--- src/rtl/core/ctre_pkg.sv ---
`default_nettype none
// ----------------------------------------------------------------------------
// ctre_pkg: shared definitions for the colour round-trip error core
// Command and status groups between the controller and the datapath, and
// the constants of the transform.
// ----------------------------------------------------------------------------
package ctre_pkg;

  // Default bound on the number of chroma doublings.
  localparam int DEF_MAX_DOUBLINGS = 4;

  // Field widths.
  localparam int PIX_W = 8;
  localparam int K_W   = 3;
  localparam int REC_W = 11;
  localparam int ACC_W = 48;
  localparam int SQ_W  = 20;

  // Packed stream widths, rounded up to whole bytes.
  localparam int IN_DATA_W  = 3 * PIX_W;
  localparam int OUT_BITS   = 3 * PIX_W + K_W + 3 * REC_W + 3 * ACC_W;
  localparam int OUT_DATA_W = ((OUT_BITS + 7) / 8) * 8;

  // Controller to datapath: one strobe for each step of the sequence.
  typedef struct packed {
    logic load;
    logic dbl_step;
    logic quant;
    logic resc;
    logic recon;
    logic square;
    logic acc;
  } ctre_cmd_t;

  // Datapath to controller.
  typedef struct packed {
    logic dbl_more;
  } ctre_stat_t;

endpackage : ctre_pkg
`default_nettype wire

--- src/rtl/core/ctre_ctrl.sv ---
`default_nettype none
// ----------------------------------------------------------------------------
// ctre_ctrl: sequence controller
// Steps one pixel through load, chroma doubling, quantization, rescale,
// reconstruction, squaring and accumulation, and owns the output valid flag.
// ----------------------------------------------------------------------------
module ctre_ctrl
  import ctre_pkg::*;
(
  input  wire logic       clk,
  input  wire logic       rst,
  input  wire logic       s_tvalid,
  output logic            s_tready,
  output logic            m_tvalid,
  input  wire logic       m_tready,
  input  wire ctre_stat_t stat,
  output ctre_cmd_t       cmd
);

  localparam logic [2:0] S_IDLE  = 3'd0;
  localparam logic [2:0] S_DBL   = 3'd1;
  localparam logic [2:0] S_QUANT = 3'd2;
  localparam logic [2:0] S_RESC  = 3'd3;
  localparam logic [2:0] S_RECON = 3'd4;
  localparam logic [2:0] S_SQ    = 3'd5;
  localparam logic [2:0] S_ACC   = 3'd6;

  logic [2:0] state;
  logic [2:0] state_next;
  logic       out_valid;

  // Next state and step strobes.
  always_comb begin
    state_next = state;
    cmd        = '0;
    s_tready   = 1'b0;
    unique case (state)
      S_IDLE: begin
        s_tready = 1'b1;
        if (s_tvalid) begin
          cmd.load   = 1'b1;
          state_next = S_DBL;
        end
      end
      S_DBL: begin
        if (stat.dbl_more) begin
          cmd.dbl_step = 1'b1;
        end else begin
          state_next = S_QUANT;
        end
      end
      S_QUANT: begin
        cmd.quant  = 1'b1;
        state_next = S_RESC;
      end
      S_RESC: begin
        cmd.resc   = 1'b1;
        state_next = S_RECON;
      end
      S_RECON: begin
        cmd.recon  = 1'b1;
        state_next = S_SQ;
      end
      S_SQ: begin
        cmd.square = 1'b1;
        state_next = S_ACC;
      end
      S_ACC: begin
        // The result register must be free, or be emptied in this cycle.
        if (!out_valid || m_tready) begin
          cmd.acc    = 1'b1;
          state_next = S_IDLE;
        end
      end
      default: begin
        state_next = S_IDLE;
      end
    endcase
  end

  // State register.
  always_ff @(posedge clk) begin
    if (rst) begin
      state <= S_IDLE;
    end else begin
      state <= state_next;
    end
  end

  // Output valid flag: set when a result is loaded, cleared when taken.
  always_ff @(posedge clk) begin
    if (rst) begin
      out_valid <= 1'b0;
    end else if (cmd.acc) begin
      out_valid <= 1'b1;
    end else if (m_tready) begin
      out_valid <= 1'b0;
    end
  end

  assign m_tvalid = out_valid;

  // A result is never loaded over one that is still waiting.
  a_no_overwrite: assert property (@(posedge clk) disable iff (rst)
    cmd.acc |-> (!out_valid || m_tready))
    else $error("result register overwritten");

  // A loaded result is offered in the next cycle.
  a_acc_valid: assert property (@(posedge clk) disable iff (rst)
    cmd.acc |=> m_tvalid)
    else $error("loaded result not offered");

  // An accepted item always enters the doubling step.
  a_accept_dbl: assert property (@(posedge clk) disable iff (rst)
    (s_tvalid && s_tready) |=> (state == S_DBL))
    else $error("accepted item did not start doubling");

endmodule : ctre_ctrl
`default_nettype wire

--- src/rtl/core/ctre_datapath.sv ---
`default_nettype none
// ----------------------------------------------------------------------------
// ctre_datapath: transform, quantization and error accumulation
// Holds the working registers of one pixel, the three error accumulators
// and the result register; each step is started by the controller.
// ----------------------------------------------------------------------------
module ctre_datapath
  import ctre_pkg::*;
#(
  parameter int MAX_DOUBLINGS = DEF_MAX_DOUBLINGS
) (
  input  wire logic                  clk,
  input  wire logic                  rst,
  input  wire logic [IN_DATA_W-1:0]  in_data,
  input  wire logic                  in_restart,
  input  wire ctre_cmd_t             cmd,
  output ctre_stat_t                 stat,
  output logic [OUT_DATA_W-1:0]      out_data
);

  // Saturating accumulate, optionally from zero.
  function automatic logic [ACC_W-1:0] sat_add(input logic [ACC_W-1:0] acc,
                                               input logic [SQ_W-1:0] sq,
                                               input logic clr);
    logic [ACC_W-1:0] base;
    logic [ACC_W:0]   sum;
    base = clr ? '0 : acc;
    sum  = {1'b0, base} + {{(ACC_W + 1 - SQ_W){1'b0}}, sq};
    return sum[ACC_W] ? {ACC_W{1'b1}} : sum[ACC_W-1:0];
  endfunction

  // Clamp a signed 10-bit value to 0..255.
  function automatic logic [7:0] clamp8(input logic signed [9:0] x);
    if (x < 0) begin
      return 8'd0;
    end else if (x > 10'sd255) begin
      return 8'd255;
    end
    return x[7:0];
  endfunction

  // Working registers.
  logic [7:0]              pr, pg, pb;
  logic                    restart;
  logic signed [9:0]       y;
  logic signed [7:0]       du, dv;
  logic [K_W-1:0]          k;
  logic [7:0]              cy, cu, cv;
  logic signed [7:0]       ru, rv;
  logic signed [REC_W-1:0] rec_r, rec_g, rec_b;
  logic signed [REC_W-1:0] err_r, err_g, err_b;
  logic [SQ_W-1:0]         sq_r, sq_g, sq_b;
  logic [ACC_W-1:0]        acc_red, acc_green, acc_blue;

  // Forward transform of the incoming pixel.
  logic [7:0]         in_r, in_g, in_b;
  logic signed [10:0] t;
  logic signed [10:0] q4w;
  logic signed [8:0]  bd;
  logic signed [8:0]  hw;
  logic signed [9:0]  y_f;

  always_comb begin
    in_r = in_data[7:0];
    in_g = in_data[15:8];
    in_b = in_data[23:16];
    t    = $signed({2'b00, in_g, 1'b0}) - $signed({3'b000, in_b}) - $signed({3'b000, in_r});
    // Division by four truncating toward zero.
    q4w  = (t + (t[10] ? 11'sd3 : 11'sd0)) >>> 2;
    y_f  = $signed({2'b00, in_g}) - $signed({{2{q4w[7]}}, q4w[7:0]});
    bd   = $signed({1'b0, in_b}) - $signed({1'b0, in_r});
    hw   = (bd + (bd[8] ? 9'sd1 : 9'sd0)) >>> 1;
  end

  // Doubling goes on while k is below MAX_DOUBLINGS and both deviations stay strictly inside -64..64.
  always_comb begin
    stat.dbl_more = ({1'b0, k} < 4'(MAX_DOUBLINGS)) &&
                    (du > -8'sd64) && (du < 8'sd64) &&
                    (dv > -8'sd64) && (dv < 8'sd64);
  end

  // Quantization: u to a multiple of 4, v to a multiple of 8, both rounded to nearest with ties up.
  logic signed [8:0] su, sv, qu, qv;
  logic signed [9:0] cu_w, cv_w;

  always_comb begin
    su   = {du[7], du} + 9'sd2;
    sv   = {dv[7], dv} + 9'sd4;
    qu   = {su[8:2], 2'b00};
    qv   = {sv[8:3], 3'b000};
    cu_w = {qu[8], qu} + 10'sd128;
    cv_w = {qv[8], qv} + 10'sd128;
  end

  // Rescale by 256 >> k with a rounding floor shift by 8.
  logic [8:0]         factor;
  logic signed [8:0]  cu_off, cv_off;
  logic signed [18:0] pu, pv;

  always_comb begin
    factor = 9'(9'd256 >> k);
    cu_off = $signed({1'b0, cu}) - 9'sd128;
    cv_off = $signed({1'b0, cv}) - 9'sd128;
    pu     = ($signed(cu_off) * $signed({1'b0, factor})) + 19'sd128;
    pv     = ($signed(cv_off) * $signed({1'b0, factor})) + 19'sd128;
  end

  // Inverse transform and per-channel error.
  logic signed [REC_W-1:0] rg_w, rr_w, rb_w, du2, dve;

  always_comb begin
    du2  = {{2{ru[7]}}, ru, 1'b0};
    dve  = {{3{rv[7]}}, rv};
    rg_w = $signed({3'b000, cy}) + $signed({{3{ru[7]}}, ru});
    rr_w = rg_w - du2 - dve;
    rb_w = rg_w - du2 + dve;
  end

  // Squares of the errors.
  logic signed [2*REC_W-1:0] p_r, p_g, p_b;

  always_comb begin
    p_r = err_r * err_r;
    p_g = err_g * err_g;
    p_b = err_b * err_b;
  end

  // Working register updates, one step at a time.
  always_ff @(posedge clk) begin
    if (cmd.load) begin
      pr      <= in_r;
      pg      <= in_g;
      pb      <= in_b;
      restart <= in_restart;
      y       <= y_f;
      du      <= q4w[7:0];
      dv      <= hw[7:0];
      k       <= '0;
    end
    if (cmd.dbl_step) begin
      du <= {du[6:0], 1'b0};
      dv <= {dv[6:0], 1'b0};
      k  <= k + 1'b1;
    end
    if (cmd.quant) begin
      cy <= clamp8(y);
      cu <= clamp8(cu_w);
      cv <= clamp8(cv_w);
    end
    if (cmd.resc) begin
      ru <= pu[15:8];
      rv <= pv[15:8];
    end
    if (cmd.recon) begin
      rec_r <= rr_w;
      rec_g <= rg_w;
      rec_b <= rb_w;
      err_r <= rr_w - $signed({3'b000, pr});
      err_g <= rg_w - $signed({3'b000, pg});
      err_b <= rb_w - $signed({3'b000, pb});
    end
    if (cmd.square) begin
      sq_r <= p_r[SQ_W-1:0];
      sq_g <= p_g[SQ_W-1:0];
      sq_b <= p_b[SQ_W-1:0];
    end
  end

  // Error accumulators, cleared by reset; a restarting pixel starts them anew from its own error.
  always_ff @(posedge clk) begin
    if (rst) begin
      acc_red   <= '0;
      acc_green <= '0;
      acc_blue  <= '0;
    end else if (cmd.acc) begin
      acc_red   <= sat_add(acc_red, sq_r, restart);
      acc_green <= sat_add(acc_green, sq_g, restart);
      acc_blue  <= sat_add(acc_blue, sq_b, restart);
    end
  end

  // Result register, loaded together with the accumulators.
  always_ff @(posedge clk) begin
    if (cmd.acc) begin
      out_data <= {{(OUT_DATA_W - OUT_BITS){1'b0}},
                   sat_add(acc_blue, sq_b, restart),
                   sat_add(acc_green, sq_g, restart),
                   sat_add(acc_red, sq_r, restart),
                   rec_b, rec_g, rec_r, k, cv, cu, cy};
    end
  end

endmodule : ctre_datapath
`default_nettype wire

--- src/rtl/core/color_transform_roundtrip_error_core.sv ---
`default_nettype none
// ----------------------------------------------------------------------------
// color_transform_roundtrip_error_core: colour round trip with error sums
// Puts each RGB pixel through a lossy reversible colour transform round trip
// and keeps saturating sums of the squared reconstruction error.
// ----------------------------------------------------------------------------
// One pixel is worked on at a time. After acceptance it passes through the
// doubling loop, where k (0 to MAX_DOUBLINGS) is the number of chroma
// doublings: the doubling loop runs one doubling a cycle, and quantization,
// rescale, reconstruction, squaring and accumulation follow as five steps of
// the sequencer. A finished result waits in an output register, so the next
// pixel is accepted while it is still waiting; the sequence stalls only at
// its last step if the previous result has not yet been taken. No clearing
// pass is needed after reset.
// ----------------------------------------------------------------------------
module color_transform_roundtrip_error_core
  import ctre_pkg::*;
#(
  parameter int MAX_DOUBLINGS = DEF_MAX_DOUBLINGS
) (
  input  wire logic                  clk,
  input  wire logic                  rst,
  // Pixel input.
  input  wire logic                  s_tvalid,
  output logic                       s_tready,
  // s_tdata, from bit 0: pix_red[7:0], pix_green[15:8], pix_blue[23:16].
  input  wire logic [IN_DATA_W-1:0]  s_tdata,
  // s_tuser: restart[0].
  input  wire logic                  s_tuser,
  // Result output.
  output logic                       m_tvalid,
  input  wire logic                  m_tready,
  // m_tdata, from bit 0: luma_code[7:0], chroma_u_code[15:8],
  // chroma_v_code[23:16], scale_shift[26:24], rec_red[37:27],
  // rec_green[48:38], rec_blue[59:49], err_sum_red[107:60],
  // err_sum_green[155:108], err_sum_blue[203:156], zero fill[207:204].
  output logic [OUT_DATA_W-1:0]      m_tdata
);

  ctre_cmd_t  cmd;
  ctre_stat_t stat;

  // Sequence controller.
  ctre_ctrl u_ctrl (
    .clk      (clk),
    .rst      (rst),
    .s_tvalid (s_tvalid),
    .s_tready (s_tready),
    .m_tvalid (m_tvalid),
    .m_tready (m_tready),
    .stat     (stat),
    .cmd      (cmd)
  );

  // Arithmetic and result register.
  ctre_datapath #(
    .MAX_DOUBLINGS (MAX_DOUBLINGS)
  ) u_datapath (
    .clk        (clk),
    .rst        (rst),
    .in_data    (s_tdata),
    .in_restart (s_tuser),
    .cmd        (cmd),
    .stat       (stat),
    .out_data   (m_tdata)
  );

endmodule : color_transform_roundtrip_error_core
`default_nettype wire
--- config.mk ---
export PLATFORM = sky130hd
export DESIGN_NAME = color_transform_roundtrip_error_core
export DESIGN_NICKNAME = d
export VERILOG_FILES = /design/src/rtl/core/ctre_pkg.sv /design/src/rtl/core/ctre_ctrl.sv /design/src/rtl/core/ctre_datapath.sv /design/src/rtl/core/color_transform_roundtrip_error_core.sv
export SDC_FILE = /design/constraint.sdc
export NUM_CORES = 2
export LEC_CHECK = 0
export ABC_AREA = 1
export BUFFER_PORTS_ARGS = -buffer_cell sky130_fd_sc_hd__buf_2
export CAP_MARGIN = 20
export CORE_ASPECT_RATIO = 0.5
export CORE_MARGIN = 4
export CORE_UTILIZATION = 47
export DETAILED_ROUTE_END_ITERATION = 8
export HOLD_SLACK_MARGIN = 0.12
export PLACE_DENSITY = 0.65
export SLEW_MARGIN = 20
export SYNTH_ARGS = -nofsm -noshare
export SYNTH_HDL_FRONTEND = slang
export SYNTH_SLANG_ARGS = --single-unit
--- constraint.sdc ---
create_clock -name clk -period 16 [get_ports clk]
set_clock_uncertainty 0.1 [all_clocks]
set_input_delay 3.2 -clock clk [delete_from_list [all_inputs] [get_ports clk]]
set_output_delay 3.2 -clock clk [all_outputs]
set_load 0.01 [all_outputs]
**Word-level counts from Yosys, hierarchy flattened**

Cells that the tools add are included.

- Flip-flop bits (word level): 571
- Input bits: 29
- Output and inout port bits: 210
- Word-level logic and storage cells: 140

- Add/subtract/negate cells: 25
- $mul: 5
- $lt $le $gt $ge: 11
- Eq/ne operators: 9
- Shifts and indexed selects: 1
- Multiplexer cells: 49
- Reductions and logical operators: 10

Operators by type and width:

| operator | number |
|---|---|
| 2-to-1 mux 48 bit | 6 |
| adder 48 x 20 -> 49 bit | 3 |
| 2-to-1 mux 8 bit | 13 |
| multiplier 11 x 11 -> 20 bit | 3 |
| subtractor 10 x 9 -> 11 bit | 3 |
| adder 16 x 9 -> 16 bit, second input constant | 2 |
| multiplier 9 x 10 -> 16 bit | 2 |
| greater-than comparator 10 x 9 -> 1 bit, second input constant | 3 |
| less-than comparator 10 x 1 -> 1 bit, second input constant | 3 |
| 2-to-1 mux 1 bit | 23 |
| subtractor 11 x 9 -> 11 bit | 2 |
| case mux 3 bit (7 select lines) | 1 |
| adder 9 x 9 -> 10 bit, second input constant | 2 |
| subtractor 9 x 8 -> 10 bit | 2 |
| subtractor 8 x 8 -> 9 bit, second input constant | 2 |
| greater-than comparator 8 x 7 -> 1 bit, second input constant | 2 |
| less-than comparator 8 bit, second input constant | 2 |
| 2-to-1 mux 3 bit | 5 |
| adder 11 x 8 -> 11 bit | 1 |
| subtractor 11 x 8 -> 11 bit | 1 |
| adder 10 x 3 -> 10 bit | 1 |
| adder 9 x 8 -> 10 bit | 1 |
| adder 8 x 3 -> 9 bit, second input constant | 1 |
| adder 8 x 4 -> 9 bit, second input constant | 1 |
| other kinds (17) | 25 |

**Depth between registers and ports, before layout**

- Depth after elaboration: 8
- Mapped depth: 35
- Gate-level depth less buffers: 35

**Hierarchy**

From an unflattened synthesis, not the netlist that was laid out.

- Cell total of the unflattened synthesis: 5673
- Area total of the unflattened synthesis: 47366.7 um2

Modules (own cells, without submodules):

| module | times used | cells an instance | area an instance (um2) |
|---|---|---|---|
| ctre_datapath | 1 | 5630 | 47105.2 |
| ctre_ctrl | 1 | 43 | 261.5 |

**Worst setup path after synthesis**

No wires, ideal clock.

- Path kind: input to register
- Start: in m_tready
- End: reg u_datapath.acc_blue[13]
- Setup time: 0.383 ns
- Data arrival time: 9.338 ns
- Data required time: 15.517 ns
- Setup slack: 6.179 ns
- Stages on the path: 4
- Path buffers: 1
- Cells stage by stage: nor2_1 -> nor2_2 -> clkbuf_1 -> a21oi_1

RTL lines:

| element | RTL line | RTL |
|---|---|---|
| from (decl) | color_transform_roundtrip_error_core.sv:32 | `input wire logic m_tready,` |
| to (signal assigned) | ctre_datapath.sv:178 | `acc_blue <= sat_add(acc_blue, sq_b, restart);` |
| to (decl) | ctre_datapath.sv:53 | `logic [ACC_W-1:0] acc_red, acc_green, acc_blue;` |

**Worst setup path after layout**

- Start: in s_tdata[9]
- End: reg u_datapath.y[8], data pin

- Longest elaborated chain between the ends: 5

Ends and longest elaborated chain:

| element | RTL line | RTL |
|---|---|---|
| from (decl) | color_transform_roundtrip_error_core.sv:27 | `input wire logic [IN_DATA_W-1:0] s_tdata,` |
| subtractor 9 x 8 -> 10 bit | ctre_datapath.sv:67 | `t = $signed({2'b00, in_g, 1'b0}) - $signed({3'b000, in_b}) - $signed({3'b000, in_r});` |
| subtractor 10 x 9 -> 11 bit | ctre_datapath.sv:67 |  |
| 2-to-1 mux 2 bit | ctre_datapath.sv:69 | `q4w = (t + (t[10] ? 11'sd3 : 11'sd0)) >>> 2;` |
| adder 10 x 3 -> 10 bit | ctre_datapath.sv:69 |  |
| subtractor 9 x 8 -> 10 bit (*) | ctre_datapath.sv:70 | `y_f = $signed({2'b00, in_g}) - $signed({{2{q4w[7]}}, q4w[7:0]});` |
| net u_datapath.y_f[8] | ctre_datapath.sv:61 | `logic signed [9:0] y_f;` |
| to (signal assigned) | ctre_datapath.sv:135 | `y <= y_f;` |
| to (decl) | ctre_datapath.sv:45 | `logic signed [9:0] y;` |

The timed path passes the listed nets; every way through them passes the cells marked *.
A chain may end at the register's enable or synchronous reset.

==> metrics.txt <==
via count=34.6k; WP data arrival=7.63 ns; Slew HR=25.1%; max cap viols=0; Core ar.=around 0.1 sq mm; Fill cells=9091; Setup crit end=u_datapath.y[8]; drt total wl=112000 um; vias in the first global route=35.0k; clock-pin slew on the worst setup and hold paths=about 0.070 ns; Cells after Synth=roughly 5.4k; Die H=230 um; CTS tree=built; share of cells above drive strength 1=10.1%; number of diodes=0; Hold Path Stages=0; unrepaired setup endpoints after global routing=false; Top cell by count, worst path=nand2_1; num rows=81; crit path time final=approximately 7.3 ns; r2r setup slk=9.69 ns; Largest stage delay, worst path=around 0.36 ns; worst vdd ir=0.150 mV; CTS Buffer Depth=3; Pre-Repair DR Iteration Count=6; Yosys warnings=0; GR Util All Layers=between 20% and 30%; Hold Path Class=flop to flop; CP delay by family, top=simple AND/OR/NAND/NOR gates; ys async rst share=0%; Area Growth Syn to Fin=9.14%; distinct cell type count after synthesis=60; crit-path max FO=5; DP Cell Count=6805; CTS Buf Count=56; crit share post-route=between 40% and 50%; FF-to-FF End=u_datapath.ru[6]; slowest library cell on the worst path=ha_1; mapped cell area=roughly 0.046 sq mm; antenna violations before repair=1; Root Driver=clkbuf_16; Slew @ Worst Pin=1.12 ns; TritonCTS Sinks=559; most common cell after layout, fill and taps aside=inv_1; I/O Buffers=234; Fin. Hold Viols=0; commonest non-fill, non-tap cells in the layout=inv_1 (1298), nand2_1 (748), nor2_1 (478); Avg Cell Area, Syn=between 8 and 9 sq um; Final Non-Filler Cells=6910; r2r startpoint=u_datapath.k[0]; Initial DRC Count=between 2k and 2.5k; CP Capture Type=flop; Final nets=6290; Worst setup SP type=input pin; later-pin clock latency in the skew report=0.68 ns; status=complete, no violations; Setup TNS=0 ns; Critical Path RT=16.30 ns; Worst Hold Launch=u_datapath.rec_g[0]; max frequency=~0.14 GHz; PD cells=137 mW/mm^2; drc violations=0; Routed Antenna Nets=0; routed vias/inst=5.01; count of final setup violators=0; Post-DP HPWL=around 88000 um; largest net degree at the start of global routing=122; critical path class=input pin to flop; GP Congestion=0.915; first-pass GRT wire length=183000 um; post_cts resized=0; CTS Hold Buffers Added=0; GRT overflow=0; Lkg Pwr=0.0246 uW; Post-CTS Setup Bufs=0; ys flop type=edfxtp_1; Starting Density=47.4%; number of enable flip-flop cells after synthesis=between 400 and 500; Die Width=452 um; Synth Register Bits=559; WP depth=33; CP startpoint=s_tdata[9]; DR WL/cell=16.2 um; DIE AREA=0.104 sq mm; sum of buffers and inverters on the critical path=6; register area share after synthesis=32.9%; I/O pin cnt=239; # H-tree levels=2; max-slew violations=0; FF-to-FF path depth=27
flip-flops by register name (all words and copies together) (netlist names), 19 cells and up:
signal / count
u_datapath.out_data: 199
u_datapath.acc_red: 48
u_datapath.sq_g: 19
u_datapath.acc_green: 48
u_datapath.acc_blue: 48
u_datapath.sq_r: 19
u_datapath.sq_b: 19
cell families after synthesis:
group,after synthesis,share of synthesized area (%)
AO/OA/AOI/OAI,687,8.53
XOR/XNOR,232,4.38
adder cells (fa/ha/maj),726,25.8
buffers and inverters,1486,12.4
flip-flops,559,32.9
other,1,0.00808
AND/OR/NAND/NOR,1672,15.9
stage by stage:
stage                     util (%)  hold WS (ns)  setup slack (ns)  area, sq um  power, uW
after floorplan                  -         0.300              6.18        46400       4680
after global placement        49.8         0.304              7.93        48700       5460
after detailed placement      49.8         0.306              7.99        48700       5550
after CTS                     51.8         0.320              8.67        50600       6990
after global routing          51.8         0.328              8.16        50600       7580
final                         51.8         0.318              8.67        50600       6930
worst min-delay path by stage:
stage	end
global route	u_datapath.out_data[50]
finish	u_datapath.out_data[38]
detailed placement	u_datapath.out_data[38]
global placement	u_datapath.out_data[59]
CTS	u_datapath.out_data[30]
floorplan	u_datapath.out_data[28]
power breakdown:
| group | switching [uW] | total [uW] | leakage (uW) | internal [uW] |
|---|---|---|---|---|
| logic | 2180 | 3580 | 0.0187 | 1400 |
| clock network | 629 | 1410 | 0.000910 | 777 |
| registers | 66.3 | 1940 | 0.00495 | 1880 |
| total | 2880 | 6930 | 0.0246 | 4050 |
layout make-up:
class / count / area, sq um / area share, %
inverter: 1349 / 5070 / 10.0
timing repair buffer: 248 / 1300 / 2.57
clock buffer: 65 / 1460 / 2.87
sequential: 559 / 15300 / 30.2
multi-input combinational: 3321 / 25400 / 50.1
tap: 1328 / 1660 / 3.28
clock inverter: 40 / 477 / 0.941
cell usage after synthesis, types with 7 or more instances:
cell type  count  share of area [%]
a211oi_1      23               0.37
a211oi_2      13               0.35
a21boi_0       7               0.11
a21o_1        24               0.39
a21oi_1      283                3.1
a31oi_1       23               0.31
buf_2          8              0.086
buf_4         11               0.18
buf_6         16               0.39
clkbuf_1      94               0.76
dfxtp_1      150                6.5
edfxtp_1     409                 26
fa_1         384                 17
ha_1         342                9.2
inv_1       1300                 11
inv_2         44               0.36
nand2_1      748                6.1
nand2_2       12               0.16
nand3_1      178                1.9
nand3_2       19               0.41
nand3b_1       8               0.13
nand4_1       43               0.58
nor2_1       478                3.9
nor2_2        37               0.50
nor2_4        15               0.36
nor3_1        58               0.63
nor3_2        16               0.35
nor4_1         8               0.11
o211ai_1      10               0.16
o21ai_0      182                2.0
o21ai_1       46               0.50
o21ai_2       12               0.23
o21bai_1      33               0.53
o22ai_1        8               0.11
or2_2         26               0.35
xnor2_1       77                1.5
xor2_1       155                2.9
worst reg2reg max path, stage by stage (launching register included):
cell      delay (ns)
edfxtp_1        0.47
inv_1           0.11
ha_1            0.18
nand2_1         0.15
inv_1           0.40
nand2_1         0.20
fa_1            0.52
inv_1           0.05
fa_1            0.46
ha_1            0.29
inv_1           0.06
fa_1            0.53
inv_1           0.05
fa_1            0.45
ha_1            0.29
nand2_1         0.04
nor3_1          0.12
nand3_1         0.09
o21bai_1        0.28
a21o_1          0.19
a21oi_1         0.10
nor2_1          0.13
nor2_1          0.06
nor2_1          0.22
a21oi_1         0.16
nor2_1          0.12
nor2_1          0.06
xnor2_1         0.15
layer usage:
metal	wire length, um	track usage (%)	vias up
met1	51000	29.1	16700
met3	5130	2.82	153
met4	2860	5.60	0
li1	-	-	17100
met2	53100	37.1	685
met5	0	0	-
No activity file was read; power rests on OpenSTA's default activity.
